`src/hw/rtl/sha1_pkg.sv`:
```
// ----------------------------------------------------------------------------
// SHA-1 package
// Types and constants shared by the SHA-1 byte stream hasher.
// ----------------------------------------------------------------------------
`default_nettype none

package sha1_pkg;

   typedef struct packed {
      logic [7:0] data_byte;
      logic       byte_present;
      logic       start_message;
      logic       end_message;
   } req_type;

   typedef struct packed {
      logic [31:0] digest_word;
      logic [2:0]  word_index;
      logic        last_word;
   } rsp_type;

   localparam logic [31:0] K0 = 32'h5A827999;
   localparam logic [31:0] K1 = 32'h6ED9EBA1;
   localparam logic [31:0] K2 = 32'h8F1BBCDC;
   localparam logic [31:0] K3 = 32'hCA62C1D6;

   localparam logic [31:0] H0_INIT = 32'h67452301;
   localparam logic [31:0] H1_INIT = 32'hEFCDAB89;
   localparam logic [31:0] H2_INIT = 32'h98BADCFE;
   localparam logic [31:0] H3_INIT = 32'h10325476;
   localparam logic [31:0] H4_INIT = 32'hC3D2E1F0;

   localparam logic [5:0] PAD_MARK   = 6'd56;
   localparam logic [5:0] INDEX_LAST = 6'd63;
   localparam logic [7:0] PAD_BYTE   = 8'h80;

   // round engine control
   typedef struct packed {
      logic       start;   // load working vars from chaining words
      logic       init;    // reload chaining words with initial values
   } rnd_ctl_type;

endpackage

`default_nettype wire

```
`src/hw/rtl/sha1_byte_stream_hasher.sv`:
```
// ----------------------------------------------------------------------------
// SHA-1 byte stream hasher
// One byte per request into a 64-byte block memory; 80-round compression.
// ----------------------------------------------------------------------------
// A request carrying a byte passes ST_BYTE and ST_WAIT; one that fills a block also
// passes ST_LOAD and ST_FEED, where the single round engine does one round per cycle
// and the block memory delivers one word every cycle. A request with neither a byte
// nor an end returns to ST_IDLE. An end request pads byte by byte through ST_PAD and
// ST_WAIT, compressing each block it fills, then returns five digest words, one per
// cycle when not stalled. req_stall is high throughout.
`default_nettype none

module sha1_byte_stream_hasher
   import sha1_pkg::*;
(
   input  wire logic    clock,
   input  wire logic    reset,
   input  wire logic    req_valid,
   output logic         req_stall,
   input  wire req_type req_data,
   output logic         rsp_valid,
   input  wire logic    rsp_stall,
   output rsp_type      rsp_data
);

   typedef enum logic [6:0] {
      ST_IDLE  = 7'b0000001,
      ST_BYTE  = 7'b0000010,
      ST_FEED  = 7'b0000100,
      ST_WAIT  = 7'b0001000,
      ST_PAD   = 7'b0010000,
      ST_OUT   = 7'b0100000,
      ST_LOAD  = 7'b1000000
   } state_type;

   state_type   state_ff, state_in;
   logic [63:0] cnt_ff, cnt_in;
   logic [63:0] bits_ff, bits_in;
   logic        endm_ff, endm_in;
   logic        padding_ff, padding_in;
   logic        len_ff, len_in;
   logic [7:0]  byte_ff, byte_in;
   logic [2:0]  oidx_ff, oidx_in;
   logic [3:0]  rd_ff, rd_in;
   logic [31:0] mem [16];
   logic [31:0] rdata_ff;
   logic        wr_en;
   logic [7:0]  pad_b;
   rnd_ctl_type ctl;
   logic        busy;
   logic [159:0] chain;

   sha1_round u_round (
      .clock    (clock),
      .reset    (reset),
      .ctl      (ctl),
      .msg_word (rdata_ff),
      .busy     (busy),
      .chain    (chain)
   );

   always_comb begin
      pad_b = 8'h00;
      if (!padding_ff) pad_b = PAD_BYTE;
      else if (len_ff || cnt_ff[5:0] == PAD_MARK) pad_b = bits_ff[63 - 8*cnt_ff[2:0] -: 8];
   end

   always_comb begin
      state_in = state_ff;
      cnt_in = cnt_ff;
      bits_in = bits_ff;
      endm_in = endm_ff;
      padding_in = padding_ff;
      len_in = len_ff;
      byte_in = byte_ff;
      oidx_in = oidx_ff;
      rd_in = rd_ff;
      wr_en = 1'b0;
      ctl = '0;
      case (state_ff)
         ST_IDLE: begin
            if (req_valid) begin
               endm_in = req_data.end_message;
               byte_in = req_data.data_byte;
               padding_in = 1'b0;
               len_in = 1'b0;
               if (req_data.start_message) begin
                  ctl.init = 1'b1;
                  cnt_in = '0;
               end
               state_in = req_data.byte_present ? ST_BYTE : ST_WAIT;
               if (!req_data.byte_present && req_data.end_message) begin
                  bits_in = (req_data.start_message ? 64'd0 : cnt_ff) << 3;
                  state_in = ST_PAD;
               end else if (!req_data.byte_present) begin
                  state_in = ST_IDLE;
               end
            end
         end
         ST_BYTE, ST_PAD: begin
            if (state_ff == ST_PAD) byte_in = pad_b;
            wr_en = 1'b1;
            cnt_in = cnt_ff + 64'd1;
            if (state_ff == ST_BYTE && endm_ff) bits_in = (cnt_ff + 64'd1) << 3;
            if (state_ff == ST_PAD) padding_in = 1'b1;
            if (state_ff == ST_PAD && padding_ff && cnt_ff[5:0] == PAD_MARK) len_in = 1'b1;
            if (cnt_ff[5:0] == INDEX_LAST) begin
               state_in = ST_LOAD;
               rd_in = '0;
            end else begin
               state_in = ST_WAIT;
            end
         end
         ST_LOAD: begin
            rd_in = rd_ff + 4'd1;
            ctl.start = 1'b1;
            state_in = ST_FEED;
         end
         ST_FEED: begin
            rd_in = rd_ff + 4'd1;
            if (!busy) state_in = ST_WAIT;
         end
         ST_WAIT: begin
            if (!endm_ff) state_in = ST_IDLE;
            else if (len_ff && cnt_ff[5:0] == 6'd0) begin
               state_in = ST_OUT;
               oidx_in = '0;
            end else state_in = ST_PAD;
         end
         ST_OUT: begin
            if (!rsp_stall) begin
               oidx_in = oidx_ff + 3'd1;
               if (oidx_ff == 3'd4) begin
                  state_in = ST_IDLE;
                  ctl.init = 1'b1;
                  cnt_in = '0;
                  endm_in = 1'b0;
               end
            end
         end
         default: state_in = ST_IDLE;
      endcase
   end

   // byte lane write into word memory
   always_ff @(posedge clock) begin
      if (wr_en) mem[cnt_ff[5:2]][8*(3 - cnt_ff[1:0]) +: 8] <=
         (state_ff == ST_PAD) ? pad_b : byte_ff;
      rdata_ff <= (state_ff == ST_BYTE || state_ff == ST_PAD) ? mem[4'd0] : mem[rd_ff];
   end

   always_ff @(posedge clock) begin
      if (reset) begin
         state_ff <= ST_IDLE;
         cnt_ff <= '0;
         endm_ff <= 1'b0;
         padding_ff <= 1'b0;
         len_ff <= 1'b0;
         oidx_ff <= '0;
         rd_ff <= '0;
      end else begin
         state_ff <= state_in;
         cnt_ff <= cnt_in;
         endm_ff <= endm_in;
         padding_ff <= padding_in;
         len_ff <= len_in;
         oidx_ff <= oidx_in;
         rd_ff <= rd_in;
      end
      bits_ff <= bits_in;
      byte_ff <= byte_in;
   end

   assign req_stall = (state_ff != ST_IDLE);
   assign rsp_valid = (state_ff == ST_OUT);
   assign rsp_data.digest_word = chain[159 - 32*oidx_ff -: 32];
   assign rsp_data.word_index  = oidx_ff;
   assign rsp_data.last_word   = (oidx_ff == 3'd4);

endmodule

`default_nettype wire

```
`src/hw/rtl/sha1_round.sv`:
```
// ----------------------------------------------------------------------------
// SHA-1 round engine
// Shared round unit: one round per cycle for 80 rounds, rolling schedule,
// chaining word update at the end of each block.
// ----------------------------------------------------------------------------
`default_nettype none

module sha1_round
   import sha1_pkg::*;
(
   input  wire logic        clock,
   input  wire logic        reset,
   input  wire rnd_ctl_type ctl,
   input  wire logic [31:0] msg_word,
   output logic             busy,
   output logic [159:0]     chain
);

   logic [31:0] h_ff [5];
   logic [31:0] h_in [5];
   logic [31:0] a_ff, b_ff, c_ff, d_ff, e_ff;
   logic [31:0] w_ff [16];
   logic [6:0]  t_ff, t_in;
   logic        busy_ff, busy_in;
   logic        fin_ff, fin_in;

   logic [31:0] w_new, f, k, tmp, x;

   always_comb begin
      x = w_ff[13] ^ w_ff[8] ^ w_ff[2] ^ w_ff[0];
      w_new = (t_ff < 7'd16) ? msg_word : {x[30:0], x[31]};
      if (t_ff < 7'd20) begin
         f = d_ff ^ (b_ff & (c_ff ^ d_ff));
         k = K0;
      end else if (t_ff < 7'd40) begin
         f = b_ff ^ c_ff ^ d_ff;
         k = K1;
      end else if (t_ff < 7'd60) begin
         f = (b_ff & c_ff) | (d_ff & (b_ff | c_ff));
         k = K2;
      end else begin
         f = b_ff ^ c_ff ^ d_ff;
         k = K3;
      end
      tmp = {a_ff[26:0], a_ff[31:27]} + e_ff + w_new + f + k;
   end

   always_comb begin
      busy_in = busy_ff;
      t_in = t_ff;
      fin_in = 1'b0;
      for (int i = 0; i < 5; i++) h_in[i] = h_ff[i];
      if (ctl.start) begin
         busy_in = 1'b1;
         t_in = '0;
      end else if (busy_ff) begin
         t_in = t_ff + 7'd1;
         if (t_ff == 7'd79) begin
            busy_in = 1'b0;
            fin_in = 1'b1;
         end
      end
      if (fin_ff) begin
         h_in[0] = h_ff[0] + a_ff;
         h_in[1] = h_ff[1] + b_ff;
         h_in[2] = h_ff[2] + c_ff;
         h_in[3] = h_ff[3] + d_ff;
         h_in[4] = h_ff[4] + e_ff;
      end
      if (ctl.init) begin
         h_in[0] = H0_INIT;
         h_in[1] = H1_INIT;
         h_in[2] = H2_INIT;
         h_in[3] = H3_INIT;
         h_in[4] = H4_INIT;
      end
   end

   always_ff @(posedge clock) begin
      if (reset) begin
         busy_ff <= 1'b0;
         fin_ff  <= 1'b0;
         t_ff    <= '0;
         h_ff[0] <= H0_INIT;
         h_ff[1] <= H1_INIT;
         h_ff[2] <= H2_INIT;
         h_ff[3] <= H3_INIT;
         h_ff[4] <= H4_INIT;
      end else begin
         busy_ff <= busy_in;
         fin_ff  <= fin_in;
         t_ff    <= t_in;
         for (int i = 0; i < 5; i++) h_ff[i] <= h_in[i];
      end
   end

   always_ff @(posedge clock) begin
      if (ctl.start) begin
         a_ff <= h_ff[0];
         b_ff <= h_ff[1];
         c_ff <= h_ff[2];
         d_ff <= h_ff[3];
         e_ff <= h_ff[4];
      end else if (busy_ff) begin
         e_ff <= d_ff;
         d_ff <= c_ff;
         c_ff <= {b_ff[1:0], b_ff[31:2]};
         b_ff <= a_ff;
         a_ff <= tmp;
         for (int i = 0; i < 15; i++) w_ff[i] <= w_ff[i+1];
         w_ff[15] <= w_new;
      end
   end

   assign busy  = busy_ff | fin_ff | ctl.start;
   assign chain = {h_ff[0], h_ff[1], h_ff[2], h_ff[3], h_ff[4]};

endmodule

`default_nettype wire

```
`config.mk`:
```
export PLATFORM = sky130hd
export DESIGN_NAME = sha1_byte_stream_hasher
export DESIGN_NICKNAME = d
export VERILOG_FILES = /design/src/hw/rtl/sha1_pkg.sv /design/src/hw/rtl/sha1_byte_stream_hasher.sv /design/src/hw/rtl/sha1_round.sv
export SDC_FILE = /design/constraint.sdc
export NUM_CORES = 2
export LEC_CHECK = 0
export ABC_AREA = 1
export BUFFER_PORTS_ARGS = -buffer_cell sky130_fd_sc_hd__clkbuf_2
export CAP_MARGIN = 20
export CORE_MARGIN = 4
export CORE_UTILIZATION = 61
export DETAILED_ROUTE_END_ITERATION = 8
export PLACE_DENSITY = 0.74
export SLEW_MARGIN = 5
export SYNTH_ARGS = -nofsm -noshare
export SYNTH_HDL_FRONTEND = slang
export SYNTH_HIERARCHICAL = 1
export SYNTH_SLANG_ARGS = --single-unit
```
`constraint.sdc`:
```
create_clock -name clock -period 30.6 [get_ports clock]
set_clock_uncertainty 0.1 [all_clocks]
set_input_delay 1.53 -clock clock [delete_from_list [all_inputs] [get_ports clock]]
set_output_delay 1.53 -clock clock [all_outputs]
set_load 0.005 [all_outputs]
```
==> results.toml <==
[outcome]
status = "complete, no violations"

[clock_tree]
cts_made_buffers = 158
cts_max_level = 4
hold_buffers = 0
cts_tree = "yes"
cts.sinks = 1536
clkLatencyLatePin_ps = 800
cts.repair.resized = 0
path_clk_slew_ps = 60
clock_path_buffers = 3
postCtsSetupBuffers = 0
cts_root_buf = "clkbuf_16"

[die]
start_util_pct = 61.36
die-area_um2 = 134100
die_w_um = 366.2
die_y_um = 366.2
design.core.area_um2 = 127500
placementRows = 131
io_pins = 53

[routing]
wl_per_cell_um = 25.17
ant_nets = 0
vias_per_cell = 6.179
drtPass1Iterations = 9
drc = 0
vias = 62190
drt-total-wl_um = 253400
drt-initial-drc-count = 8457

[cells_and_area]
fin_area_um2 = 85050
area.sequential_um2 = 43310
multi_input_comb_area_um2 = 30200
nFillCells = 9973
synthToLayoutAreaGrowth_pct = 8.689
fin_nets = 8612
drive_above_1_share_pct = 6.012

[timing]
worst_slack_ps = 24540
worst_slew_pin_slew_ps = 1132
drv_slew = 0
setup-tns-final_ps = 0
rsz0062_at_grt = "false"
max_slew_margin_pct = 24.52
fin_crit_ps = 6058
finalCritPeriodShare_pct = 19.80
final-hold-violation-count = 0
fmax_ghz = 0.1651
setup_violations = 0

[synthesis]
syn_avg_cell_area_um2 = 9.417
ys.flop_type = "edfxtp_1"
synth_most_common_cell = "nand2_1"
ys_seq_area_share_pct = 55.33
synthesis.area_um2 = 78250
ys_async_sr_fraction_pct = 0
ys_types = 57
ys_ff_latch = 1536
synth_top_cells_by_count = "1683 x nand2_1, 1253 x edfxtp_1, 1064 x nor2_1"
synth_top_cell_area_share_pct = 48.09
synth_cells = 8309
syn_nets = 8651
synth-edff-count = 1253
synth_area_leaders = "edfxtp_1 48%, nand2_1 8.1%, dfxtp_1 7.2%, nor2_1 5.1%, inv_1 4.2%"
synth_top_cell_by_area = "edfxtp_1"
yosysWarnings = 6

[global_routing]
grt.total_usage_pct = 37.08
grt_max_degree = 186
antenna_found_initial = 10
grt_pass1_wl_um = 373100
grt_overflow = 0
grt_pass1_vias = 58720

[setup_path]
endpoint = "u_round/a_ff[25]"
cp_data_required_time_ps = 31020
r2r_cells = 24
end_kind = "flop"
crit_arrival_ps = 6470
timing.critical_path.from = "u_round/t_ff[4]"
rr_startpoint = "u_round/t_ff[4]"
reg2reg_to = "u_round/a_ff[25]"
rrSetupSlack_ps = 24540
critPathKind = "reg2reg"
path_max_fanout = 20
critPathLaunchType = "flop"

[placed_design]
placed_area_um2 = 79660
port_buffers = 52
gp_congestion = 1.083
place_ws_ps = 24780
dp_hpwl_um = 181000

[power]
leakagePower_nw = 33.18
vdd_drop_max_uv = 89.34
pwr_density_cell_nw_per_um2 = 54.67

[job]
drv_cap = 0

[min_path]
min_from = "u_round/w_ff[0][108]"
hold_class = "reg2reg"
## power breakdown
group	switching [W]	total, W	internal (W)
combinational	0.000264	0.000354	0.0000902
clock	0.000843	0.00194	0.00110
sequential	0.0000343	0.00235	0.00232
## routing by layer
metal / wire, um / GRT usage (%) / up-vias / share of wire [%]
met5: 53 / 0 / - / 0.021
met4: 16590 / 19.88 / 8 / 6.5
met3: 27800 / 8.415 / 735 / 11
met2: 111900 / 57.05 / 3728 / 44
met1: 97050 / 49.30 / 29610 / 38
li1: - / - / 28110 / -
## registers in the layout, summed over array words and instances (netlist names), 61 cells and up, named ones only
register	cells
bits_ff	61
cnt_ff	61
mem	512
u_round/h_ff	160
u_round/w_ff	512
## cells in the final DEF, fill, tap and decap left out, types with 125 or more instances in the layout
cell type and count:
a21oi_1 475, nand2_1 1683, nand3_1 475, clkbuf_16 159, inv_1 872, o21ai_0 627
dfxtp_1 278, nor2_1 1063, ha_1 201, o21bai_1 162, fa_1 125, edfxtp_1 1253
## cell families (layout without fill, tap and decap cells)
logic type / after synthesis / in the layout / synth area share [%]
adders and majority gates: 327 / 327 / 6.428
DFF: 1536 / 1536 / 55.33
other: 0 / 3 / 0
and+or+nand+nor: 3446 / 3446 / 18.24
buffers and inverters: 1215 / 1306 / 6.112
AOI/OAI and AO/OA: 1666 / 1666 / 12.56
xor gates and xnor gates: 119 / 119 / 1.332
## critical path, cell delays in order (launching register included)
cell	delay [ps]
dfxtp_1	550
nand2_1	180
nand2_1	180
nand3_4	350
nand2_2	570
inv_2	350
a221oi_1	430
fa_1	510
fa_1	460
inv_1	70
ha_1	180
inv_1	60
fa_1	400
inv_1	100
nand3_1	70
nand2_1	210
nand2_1	80
nand2_1	170
nand3_1	90
nand2_1	160
nand3_1	180
nand3_1	110
nand2_1	50
nand3_1	70
nand2_1	60
## worst min-delay path by stage
stage	end	slack, ps	cells past startpoint
after floorplan	u_round/w_ff[0][0]	300	0
after global placement	u_round/w_ff[0][18]	300	0
after detailed placement	u_round/w_ff[0][127]	300	0
after CTS	u_round/w_ff[1][5]	300	0
after global routing	u_round/w_ff[1][118]	320	0
final	u_round/w_ff[0][76]	300	0
## per-stage QoR
step | hold slack, ps | util (%) | std cells | total power [W]
after CTS | 302.9 | 66.58 | 10050 | 0.004652
after global routing | 317.2 | 66.69 | 10060 | 0.004800
after detailed placement | 304.5 | 62.47 | 9759 | 0.002737
after global placement | 300.6 | 62.45 | 9757 | 0.002727
final | 300.9 | 66.69 | 10070 | 0.004650
after floorplan | 300.3 | - | 8309 | 0.002618
## layout make-up
class	count	share of cell area, %
Sequential cell	1536	50.92
Multi-Input combinational cell	5558	35.52
Clock buffer	208	4.989
Inverter	901	4.006
Tap cell	1662	2.445
Clock inverter	82	1.173
Timing Repair Buffer	115	0.9430
Antenna cell	3	0.008827
No activity file was read; power rests on OpenSTA's default activity.
